==> config.mk <==
export PLATFORM = sky130hd
export DESIGN_NAME = drum_printer_line_assembler
export DESIGN_NICKNAME = d
export VERILOG_FILES = /design/src/rtl/dpla_pkg.sv /design/src/rtl/dpla_ctrl.sv /design/src/rtl/dpla_datapath.sv /design/src/rtl/drum_printer_line_assembler.sv
export SDC_FILE = /design/constraint.sdc
export NUM_CORES = 1
export LEC_CHECK = 0
export BUFFER_PORTS_ARGS = -buffer_cell sky130_fd_sc_hd__clkbuf_2
export CAP_MARGIN = 5
export CORE_UTILIZATION = 58
export CTS_BUF_LIST = sky130_fd_sc_hd__clkbuf_4 sky130_fd_sc_hd__clkbuf_8
export CTS_CLUSTER_SIZE = 30
export DETAILED_ROUTE_END_ITERATION = 8
export HOLD_SLACK_MARGIN = 0.06
export PLACE_DENSITY_LB_ADDON = 0.08
export SYNTH_ARGS = -nofsm -noshare
export SYNTH_HDL_FRONTEND = slang
export SYNTH_SLANG_ARGS = --single-unit
==> constraint.sdc <==
create_clock -name clk_i -period 3.57 [get_ports clk_i]
set_input_delay 1.071 -clock clk_i [delete_from_list [all_inputs] [get_ports clk_i]]
set_output_delay 1.071 -clock clk_i [all_outputs]
set_load 0.1 [all_outputs]
==> src/rtl/dpla_pkg.sv <==
// drum printer line assembler package: item types, controller states,
// controller/datapath command and status structs, glyph tables
// no dependencies
package dpla_pkg;

  localparam int unsigned LineLen  = 20;
  localparam int unsigned PosW     = 5;
  localparam int unsigned GlyphW   = 7;
  localparam int unsigned Sectors  = 13;
  localparam int unsigned SignTop  = 15;
  localparam int unsigned DigitCols = 15;

  localparam logic [GlyphW-1:0] SpaceCh = 7'h20;
  localparam logic [GlyphW-1:0] MinusCh = 7'h2d;

  typedef struct packed {
    logic [3:0]           sector_index;
    logic [DigitCols-1:0] digit_hammers;
    logic [1:0]           symbol_hammers;
    logic                 feed_pulse;
    logic                 red_ink;
  } in_item_t;

  typedef struct packed {
    logic [GlyphW-1:0] glyph;
    logic [PosW-1:0]   position;
    logic              last_char;
  } out_item_t;

  typedef enum logic [1:0] {
    ST_IDLE,
    ST_SCAN,
    ST_EMIT
  } ctrl_state_e;

  typedef struct packed {
    logic take;
    logic ptr_scan;
    logic ptr_zero;
    logic ptr_dec;
    logic ptr_inc;
    logic put_sign;
    logic drop_sign;
    logic emit;
    logic clear_line;
  } dp_cmd_t;

  typedef struct packed {
    logic feed;
    logic sign_go;
    logic at_space;
    logic ptr_first;
    logic ptr_last;
    logic out_free;
  } dp_sts_t;

  function automatic logic [GlyphW-1:0] digit_glyph(input logic [3:0] sec);
    logic [7:0] c;
    case (sec)
      4'd0:    c = "0";
      4'd1:    c = "1";
      4'd2:    c = "2";
      4'd3:    c = "3";
      4'd4:    c = "4";
      4'd5:    c = "5";
      4'd6:    c = "6";
      4'd7:    c = "7";
      4'd8:    c = "8";
      4'd9:    c = "9";
      4'd10:   c = ".";
      4'd11:   c = ".";
      4'd12:   c = "-";
      default: c = " ";
    endcase
    return c[GlyphW-1:0];
  endfunction

  function automatic logic [GlyphW-1:0] sym17a_glyph(input logic [3:0] sec);
    logic [7:0] c;
    case (sec)
      4'd0:    c = "<";
      4'd5:    c = "M";
      4'd6:    c = "M";
      4'd9:    c = "S";
      default: c = " ";
    endcase
    return c[GlyphW-1:0];
  endfunction

  function automatic logic [GlyphW-1:0] sym17b_glyph(input logic [3:0] sec);
    logic [7:0] c;
    case (sec)
      4'd0:    c = ">";
      4'd1:    c = "+";
      4'd2:    c = "-";
      4'd3:    c = "x";
      4'd4:    c = "/";
      4'd5:    c = "+";
      4'd6:    c = "-";
      4'd7:    c = "^";
      4'd8:    c = "=";
      4'd9:    c = "q";
      4'd10:   c = "%";
      4'd11:   c = "C";
      4'd12:   c = "R";
      default: c = " ";
    endcase
    return c[GlyphW-1:0];
  endfunction

  function automatic logic [GlyphW-1:0] sym18a_glyph(input logic [3:0] sec);
    logic [7:0] c;
    case (sec)
      4'd5:    c = "M";
      4'd6:    c = "M";
      4'd10:   c = "E";
      default: c = " ";
    endcase
    return c[GlyphW-1:0];
  endfunction

  function automatic logic [GlyphW-1:0] sym18b_glyph(input logic [3:0] sec);
    logic [7:0] c;
    case (sec)
      4'd0:    c = "#";
      4'd1:    c = "*";
      4'd2:    c = "1";
      4'd3:    c = "2";
      4'd4:    c = "3";
      4'd5:    c = "+";
      4'd6:    c = "-";
      4'd7:    c = "T";
      4'd8:    c = "K";
      4'd9:    c = "E";
      4'd10:   c = "x";
      4'd11:   c = "C";
      4'd12:   c = "M";
      default: c = " ";
    endcase
    return c[GlyphW-1:0];
  endfunction

endpackage

==> src/rtl/dpla_ctrl.sv <==
// drum printer line assembler controller: idle / sign scan / line emit
// depends on dpla_pkg
module dpla_ctrl (
  input  logic              clk_i,
  input  logic              rst_ni,
  input  logic              in_valid_i,
  output logic              in_ready_o,
  input  dpla_pkg::dp_sts_t sts_i,
  output dpla_pkg::dp_cmd_t cmd_o
);

  dpla_pkg::ctrl_state_e state_q, state_d;

  always_ff @(posedge clk_i or negedge rst_ni) begin
    if (!rst_ni) begin
      state_q <= dpla_pkg::ST_IDLE;
    end else begin
      state_q <= state_d;
    end
  end

  always_comb begin
    state_d = state_q;
    case (state_q)
      dpla_pkg::ST_IDLE: begin
        if (in_valid_i && sts_i.feed) begin
          state_d = sts_i.sign_go ? dpla_pkg::ST_SCAN : dpla_pkg::ST_EMIT;
        end
      end
      dpla_pkg::ST_SCAN: begin
        if (sts_i.at_space || sts_i.ptr_first) begin
          state_d = dpla_pkg::ST_EMIT;
        end
      end
      dpla_pkg::ST_EMIT: begin
        if (sts_i.out_free && sts_i.ptr_last) begin
          state_d = dpla_pkg::ST_IDLE;
        end
      end
      default: state_d = dpla_pkg::ST_IDLE;
    endcase
  end

  always_comb begin
    cmd_o      = '0;
    in_ready_o = 1'b0;
    case (state_q)
      dpla_pkg::ST_IDLE: begin
        in_ready_o = 1'b1;
        cmd_o.take = in_valid_i;
        if (in_valid_i && sts_i.feed) begin
          cmd_o.ptr_scan = sts_i.sign_go;
          cmd_o.ptr_zero = !sts_i.sign_go;
        end
      end
      dpla_pkg::ST_SCAN: begin
        if (sts_i.at_space) begin
          cmd_o.put_sign = 1'b1;
          cmd_o.ptr_zero = 1'b1;
        end else if (sts_i.ptr_first) begin
          cmd_o.drop_sign = 1'b1;
          cmd_o.ptr_zero  = 1'b1;
        end else begin
          cmd_o.ptr_dec = 1'b1;
        end
      end
      dpla_pkg::ST_EMIT: begin
        if (sts_i.out_free) begin
          cmd_o.emit       = 1'b1;
          cmd_o.clear_line = sts_i.ptr_last;
          cmd_o.ptr_inc    = !sts_i.ptr_last;
        end
      end
      default: begin
        cmd_o = '0;
      end
    endcase
  end

endmodule

==> src/rtl/dpla_datapath.sv <==
// drum printer line assembler datapath: line store, pending sign,
// position pointer and output register
// depends on dpla_pkg
module dpla_datapath (
  input  logic                clk_i,
  input  logic                rst_ni,
  input  dpla_pkg::in_item_t  in_item_i,
  output logic                out_valid_o,
  input  logic                out_ready_i,
  output dpla_pkg::out_item_t out_item_o,
  input  dpla_pkg::dp_cmd_t   cmd_i,
  output dpla_pkg::dp_sts_t   sts_o
);

  logic [dpla_pkg::GlyphW-1:0] line_q [dpla_pkg::LineLen];
  logic                        pending_q;
  logic [dpla_pkg::PosW-1:0]   ptr_q;
  logic                        out_valid_q;
  dpla_pkg::out_item_t         out_q;
  logic                        print_ok;
  logic [dpla_pkg::GlyphW-1:0] cur_glyph;

  assign print_ok  = cmd_i.take && !in_item_i.feed_pulse &&
                     (in_item_i.sector_index < 4'(dpla_pkg::Sectors));
  assign cur_glyph = line_q[ptr_q];

  always_ff @(posedge clk_i or negedge rst_ni) begin
    if (!rst_ni) begin
      for (int k = 0; k < dpla_pkg::LineLen; k++) begin
        line_q[k] <= dpla_pkg::SpaceCh;
      end
    end else if (cmd_i.clear_line) begin
      for (int k = 0; k < dpla_pkg::LineLen; k++) begin
        line_q[k] <= dpla_pkg::SpaceCh;
      end
    end else if (cmd_i.put_sign) begin
      line_q[ptr_q] <= dpla_pkg::MinusCh;
    end else if (print_ok) begin
      for (int k = 0; k < dpla_pkg::DigitCols; k++) begin
        if (in_item_i.digit_hammers[k]) begin
          line_q[k+1] <= dpla_pkg::digit_glyph(in_item_i.sector_index);
        end
      end
      if (in_item_i.symbol_hammers[0]) begin
        line_q[16] <= dpla_pkg::sym17a_glyph(in_item_i.sector_index);
        line_q[17] <= dpla_pkg::sym17b_glyph(in_item_i.sector_index);
      end
      if (in_item_i.symbol_hammers[1]) begin
        line_q[18] <= dpla_pkg::sym18a_glyph(in_item_i.sector_index);
        line_q[19] <= dpla_pkg::sym18b_glyph(in_item_i.sector_index);
      end
    end
  end

  always_ff @(posedge clk_i or negedge rst_ni) begin
    if (!rst_ni) begin
      pending_q <= 1'b0;
    end else if (cmd_i.put_sign || cmd_i.drop_sign) begin
      pending_q <= 1'b0;
    end else if (cmd_i.take && in_item_i.red_ink) begin
      pending_q <= 1'b1;
    end
  end

  always_ff @(posedge clk_i or negedge rst_ni) begin
    if (!rst_ni) begin
      ptr_q <= '0;
    end else if (cmd_i.ptr_scan) begin
      ptr_q <= dpla_pkg::PosW'(dpla_pkg::SignTop);
    end else if (cmd_i.ptr_zero) begin
      ptr_q <= '0;
    end else if (cmd_i.ptr_dec) begin
      ptr_q <= ptr_q - 1'b1;
    end else if (cmd_i.ptr_inc) begin
      ptr_q <= ptr_q + 1'b1;
    end
  end

  always_ff @(posedge clk_i or negedge rst_ni) begin
    if (!rst_ni) begin
      out_valid_q <= 1'b0;
    end else if (cmd_i.emit) begin
      out_valid_q <= 1'b1;
    end else if (out_ready_i) begin
      out_valid_q <= 1'b0;
    end
  end

  always_ff @(posedge clk_i) begin
    if (cmd_i.emit) begin
      out_q.glyph     <= cur_glyph;
      out_q.position  <= ptr_q;
      out_q.last_char <= sts_o.ptr_last;
    end
  end

  assign out_valid_o = out_valid_q;
  assign out_item_o  = out_q;

  always_comb begin
    sts_o.feed      = in_item_i.feed_pulse;
    sts_o.sign_go   = in_item_i.red_ink || pending_q;
    sts_o.at_space  = (cur_glyph == dpla_pkg::SpaceCh);
    sts_o.ptr_first = (ptr_q == '0);
    sts_o.ptr_last  = (ptr_q == dpla_pkg::PosW'(dpla_pkg::LineLen - 1));
    sts_o.out_free  = !out_valid_q || out_ready_i;
  end

endmodule

==> src/rtl/drum_printer_line_assembler.sv <==
// drum printer line assembler top level
// depends on dpla_pkg, dpla_ctrl, dpla_datapath
//
// usage:
//   in channel (in_valid_i / in_ready_o / in_item_i) takes one drum-sector
//   sample per item. a sample without feed stores glyphs for the fired
//   hammers into the 20-character line; it gives no result. red ink marks
//   a pending sign until the next feed.
//   a sample with feed flushes the line: if a sign is pending or the feed
//   sample has red ink, the sign search walks positions 15 down to 0, one
//   per cycle, then twenty characters leave on the out channel
//   (out_valid_o / out_ready_i / out_item_o), one per cycle while the
//   receiver is ready, position 19 flagged last. a feed item occupies the
//   block while the pointer walks the line store. in_ready_o is high only
//   while no feed is in progress.
//   the output register holds a character while the receiver stalls; the
//   walk waits with it, and the next item is taken as soon as the last
//   character sits in the output register.
//   reset fills the line store with spaces, clears the pending sign and
//   empties the output register.
module drum_printer_line_assembler (
  input  logic                clk_i,
  input  logic                rst_ni,
  input  logic                in_valid_i,
  output logic                in_ready_o,
  input  dpla_pkg::in_item_t  in_item_i,
  output logic                out_valid_o,
  input  logic                out_ready_i,
  output dpla_pkg::out_item_t out_item_o
);

  dpla_pkg::dp_cmd_t cmd;
  dpla_pkg::dp_sts_t sts;

  dpla_ctrl u_ctrl (
    .clk_i      (clk_i),
    .rst_ni     (rst_ni),
    .in_valid_i (in_valid_i),
    .in_ready_o (in_ready_o),
    .sts_i      (sts),
    .cmd_o      (cmd)
  );

  dpla_datapath u_datapath (
    .clk_i       (clk_i),
    .rst_ni      (rst_ni),
    .in_item_i   (in_item_i),
    .out_valid_o (out_valid_o),
    .out_ready_i (out_ready_i),
    .out_item_o  (out_item_o),
    .cmd_i       (cmd),
    .sts_o       (sts)
  );

endmodule
# == Word-level counts from Yosys, hierarchy flattened ==
# Memories as Yosys holds them, arrays and structs flattened.
# Cells that the tools add are included.
# totals
ff_bits,162
romBits,1424
input_bits,27
output_inout_bits,15
word_cells,179
n_memories,17
# op_classes
add_sub_neg,2
order_cmp,3
eq_ne,11
muxes,57
n_bitwise,4
n_reduce_logical,58
# mem_list
name,depth,width,read_ports,rd_ports_with_merged_regs,write_ports,line,rtl
(no name shown),16,7,1,0,0,dpla_pkg.sv:92,case (sec)
(no name shown),16,7,1,0,0,dpla_pkg.sv:124,case (sec)
(no name shown),16,5,1,0,0,dpla_pkg.sv:59,case (sec)
(no name shown),16,5,1,0,0,dpla_pkg.sv:59,
(no name shown),16,5,1,0,0,dpla_pkg.sv:59,
(no name shown),16,5,1,0,0,dpla_pkg.sv:59,
+11 memories,n/a,n/a,n/a,n/a,n/a,n/a,
# op_table
op,n
$mux 133,2
$mux 140,1
$mux 7,19
$or 80x80->80,1
$and 60x60->60,1
$not 60->60,1
$reduce_bool 3->1,18
$bmux 7 s5,1
$demux 7 s5,1
$reduce_and 2->1,17
$mux 14,2
$pmux 7 s3,1
$mux 5,4
$mux 2,9
$mux 1,14
$pmux 7 s2,1
$eq 4x3->1 const B,2
$eq 4x4->1 const B,2
$eq 7x6->1 const B,1
$ge 6x6->1 const B,1
$logic_and 1x1->1,6
$lt 6x1->1 const B,1
$ne 2x1->1 const B,3
$not 5->6,1
17 further kinds,25

# == Longest topological paths before layout ==
# depth
ltp_word,10
depth_mapped,19
ltp_nobuf,14

# == Cells and area by module ==
# Synthesis repeated with hierarchy kept, for this count alone.
# unflattened
hier_cells,812
area_unflattened_um2,8419.3
# by_module_without_submodules
mod,instances,cells_per_inst,area_each_um2,seq_area_each_um2
dpla_datapath,1,792,8250.4,4093.9
dpla_ctrl,1,20,168.9,50.0

# == Least setup slack after synthesis ==
# Ideal clock, no wire load.
# synth_path
path_kind,reg-to-reg
from,register u_datapath.ptr_q[0] in the netlist's numbering
to,register u_datapath.ptr_q[4] in the netlist's numbering
setup_time_ps,94
arrival_time_ps,3609
required_time_ps,3476
path_slack_ps,-133
stages_incl_launch_ff,18
n_path_buf,4
period_less_slack_ps,3703
cell_sequence,dfrtp_1 > buf_6 > buf_8 > buf_8 > mux4_2 > a22oi_1 > nand3_2 > nor3_4 > nor2b_4 > buf_6 > or3_1 > inv_1 > ha_1 > a21o_1 > a21oi_1 > mux2i_1 > o21ai_0 > a211oi_1
# synth_between
elab_chain_cells,10
word_cells_on_any_way,23
classes_between,2 x add/sub; 2 x eq/ne; 15 x mux; 1 x bitwise; 3 x reduce/logical
# synth_lines
item,line,rtl
from (decl),dpla_datapath.sv:17,logic [dpla_pkg::PosW-1:0] ptr_q;
from (signal assigned),dpla_datapath.sv:69,ptr_q <= dpla_pkg::PosW'(dpla_pkg::SignTop);
from (signal assigned),dpla_datapath.sv:73,ptr_q <= ptr_q - 1'b1;
from (signal assigned),dpla_datapath.sv:75,ptr_q <= ptr_q + 1'b1;
$not 5->6 (not written as such) (*),dpla_datapath.sv:25,assign cur_glyph = line_q[ptr_q];
$bmux 7 s5 (*),dpla_datapath.sv:25,
$mux 7 (not written as such) (*) (2 in a row),dpla_datapath.sv:25,
"net u_datapath.cur_glyph, one bit",dpla_datapath.sv:21,logic [dpla_pkg::GlyphW-1:0] cur_glyph;
$eq 7x6->1 (*),dpla_datapath.sv:103,sts_o.at_space = (cur_glyph == dpla_pkg::SpaceCh);
$mux 1,dpla_ctrl.sv:57,if (sts_i.at_space) begin
$mux 1,dpla_ctrl.sv:47,case (state_q)
$mux 5,dpla_datapath.sv:72,end else if (cmd_i.ptr_dec) begin
$mux 5,dpla_datapath.sv:70,end else if (cmd_i.ptr_zero) begin
$mux 5,dpla_datapath.sv:68,end else if (cmd_i.ptr_scan) begin
# Mark *: on every way through the listed nets, which the timed path passes. The rest lies on a longest branch. The select of a mux whose other input is x is not followed.
# A chain may end at the register's enable or synchronous reset.

# == Worst setup path in the final report ==
# Ends and elaborated chain as after synthesis.

==> flow_metrics.tcl <==
set metrics [dict create \
    outcome "finished, final reports clean" \
    grt_pass1_vias 6886 \
    p_clk_share_pct 16.9 \
    timing.clock.skew_ns 0.0169 \
    layout_commonest_cell "dfrtp_1" \
    clock.fmax_ghz 0.281 \
    seqPwrFrac_pct 34.7 \
    clock_sinks 162 \
    layout_common_cells "dfrtp_1 (127), nand2_1 (79), buf_4 (66)" \
    antenna_cells 0 \
    synth_area_mm2 0.00839 \
    fin_cells 1062 \
    yosysWarnings 0 \
    fin_nets 906 \
    path_common_cell "buf_12" \
    p_leak_nw 4.30 \
    rsz0062_at_grt "true" \
    max_slew_margin_pct 52.0 \
    synth_cells 790 \
    max_stage_delay_ns 0.55 \
    clkSlewWorstSetupHoldPaths_ns 0.09 \
    drt_first_pass_iters 7 \
    fin_util_pct 69.7 \
    grt_max_degree 66 \
    cts_htree_levels 4 \
    timing.final.ws_setup_ns 0.0147 \
    synth_edf_count 13 \
    post-dp-hpwl_mm 18.5 \
    ios 42 \
    routedWlPerCell_um 24.2 \
    track_usage_pct 36.6 \
    die_area_mm2 0.0149 \
    multi_input_area_mm2 0.00403 \
    num_vias 7284 \
    worstPathMaxFanout 6 \
    cts_tree "yes" \
    clockRootBuffer "clkbuf_8" \
    r2r_setup_slack_ns 0.01 \
    min_period_ns 3.56 \
    p_per_area_mw_per_mm2 924 \
    internal_power_mw 5.37 \
    hold_viol 0 \
    drt_iter0_markers 1200 \
    power.ir.vdd_worst_mv 0.510 \
    syn_nets 827 \
    critPathRequiredTime_ns 3.96 \
    synth_flop_cell "dfrtp_1" \
    arrival_ns 3.95 \
    start_kind "flip-flop" \
    gp_congestion 0.965 \
    final_layout_size_suffix_gt1_share_pct 27.3 \
    dpl.cell_count 1013 \
    via_per_inst 6.86 \
    path_cells "buf_12 -> buf_12 -> mux4_2 -> nand2b_4 -> nand4b_1 -> nand3_2 -> or4_4 -> nor2b_4 -> or3_4 -> inv_4 -> ha_1 -> a21oi_2 -> mux2i_2 -> o21ai_1 -> a211oi_1" \
    ys_seq_area_share_pct 49.4 \
    grt_pass1_wl_mm 39.7 \
    path_class "flip-flop to flip-flop" \
    switching_share_pct 40.4 \
    ys_types 62 \
    initial_core_util_pct 59.9 \
    syn_avg_cell_area_um2 10.6 \
    cts_max_path_buffers 2 \
    drv_cap 0 \
    dpl_cell_area_mm2 0.00903 \
    area_growth_syn_to_layout_pct 16.3 \
    setup_viol 0 \
    finalPower_mw 9.00 \
    power.switching_mw 3.63 \
    slew_violations 0 \
    io_buffers 41 \
    comb_power_share_pct 48.4 \
    finalCritPeriodShare_pct 99.6 \
    routed_wl_mm 25.7 \
    die_x_um 122 \
    async_reset_ff_share_pct 92.0 \
    worst_slew_pin_slew_ns 0.715 \
    fillCellCount 1053 \
    synth-seq-cells 162 \
    cts.hold.buffers_added 0 \
    coreArea_mm2 0.0140 \
    min_path_type "flip-flop to flip-flop" \
    cp_slowest_cell "or4_4" \
    final_area_mm2 0.00975 \
    die_h_um 122 \
    numCtsBuffers 17 \
    end_kind "flip-flop" \
    postRouteAntennaNets 0 \
    antenna_found_initial 0 \
    grt_overflow 0 \
    drc 0 \
    num_rows 43 \
    clk_latency_ns 0.48 \
    pre_cts_ws_ns -0.317 \
    regArea_mm2 0.00415 \
]
area by class of cell:
cell class | count | share of cell area [%]
Sequential cell | 162 | 42.5
Multi-Input combinational cell | 558 | 41.3
Timing Repair Buffer | 115 | 8.66
Clock buffer | 18 | 2.54
Tap cell | 180 | 2.31
Clock inverter | 14 | 2.03
Inverter | 15 | 0.603
per-layer routing:
| layer | GRT usage [%] | vias to the layer above | routed length (um) |
|---|---|---|---|
| li1 | - | 3110 | - |
| met1 | 53.0 | 3595 | 10700 |
| met4 | 14.5 | 0 | 924 |
| met3 | 9.34 | 93 | 2710 |
| met5 | 0 | - | 0 |
| met2 | 52.6 | 486 | 11400 |
flip-flops by register name, summed over array words and instances, names as in the netlist:
register,flops
u_datapath.out_item_o,13
u_datapath.ptr_q,5
u_datapath.pending_q,1
u_datapath.line_q,140
u_datapath.out_valid_o,1
u_ctrl.state_q,2
metrics by stage:
| stage | hold slack [ns] | TNS (ns) |
|---|---|---|
| 3_3_place_gp | 0.454 | -0.265 |
| 2_1_floorplan | 0.420 | 0 |
| 5_1_grt | 0.499 | -0.239 |
| 6_report | 0.474 | 0 |
| 4_1_cts | 0.471 | 0 |
| 3_5_place_dp | 0.460 | -0.680 |
cells in the mapped netlist (10+ instances only):
library cell  instances  area share, %
a211oi_1             26            2.3
a21oi_1              44            2.6
a221oi_1             24            2.5
a22oi_1              11           0.98
a2bb2oi_1            15            1.6
and3_1               23            1.7
buf_2                10           0.60
clkbuf_1             29            1.3
dfrtp_1             129             38
dfstp_2              20            6.3
edfxtp_1             13            4.7
inv_1                15           0.67
mux2i_1              32            3.8
mux4_2               22            5.9
nand2_1              81            3.6
nand2b_1             14            1.0
nand3_1              29            1.7
nor2_1               61            2.7
nor3_1               20            1.2
o21a_1               10           0.90
o21ai_0              44            2.6
critical path, delay by kind of cell, from the launching register on:
kind	cells	cell delay (ns)
DFF	1	0.42
buffers and inverters	3	0.28
and+or+nand+nor	6	1.21
AOI/OAI and AO/OA	3	0.47
adders and majority gates	1	0.35
muxes	2	0.73
final timing paths:
check / start / to / depth (start not counted)
worst max-delay path: u_datapath.ptr_q[0] / u_datapath.ptr_q[4] / 15
worst min-delay path: u_datapath.line_q[26] / u_datapath.line_q[26] / 2
worst max register to register: u_datapath.ptr_q[0] / u_datapath.ptr_q[4] / 15
worst min register to register: u_datapath.line_q[26] / u_datapath.line_q[26] / 2
max in group asynchronous: rst_ni / u_datapath.ptr_q[0] / 2
min in group asynchronous: rst_ni / u_ctrl.state_q[1] / 1
logic make-up (layout without fill, tap and decap cells):
group	count (synthesis)	count (layout)	synth area share [%]
compound gates	230	230	19.4
xor+xnor	3	3	0.313
fa+ha+maj	10	10	1.58
buf+inv	70	162	4.36
flops	162	162	49.4
mux	55	55	9.86
simple gates	260	260	15.0
what timing repair did:
item / in CTS / in global routing
pin swaps: 0 / 19
hold endpoints to repair: 0 / 0
gates resized for setup: 10 / 24
endpoints found under the setup margin: 4 / 4
buffers inserted: 3 / 14
power groups by stage:
stage | registers, mW | logic, mW | clock network (mW)
2_1_floorplan | 3.00 | 2.72 | 0
3_3_place_gp | 3.10 | 3.68 | 0
3_5_place_dp | 3.11 | 3.80 | 0
4_1_cts | 3.09 | 3.93 | 1.53
5_1_grt | 3.16 | 4.65 | 1.61
6_report | 3.13 | 4.36 | 1.52
(Power assumes the default switching activity.)
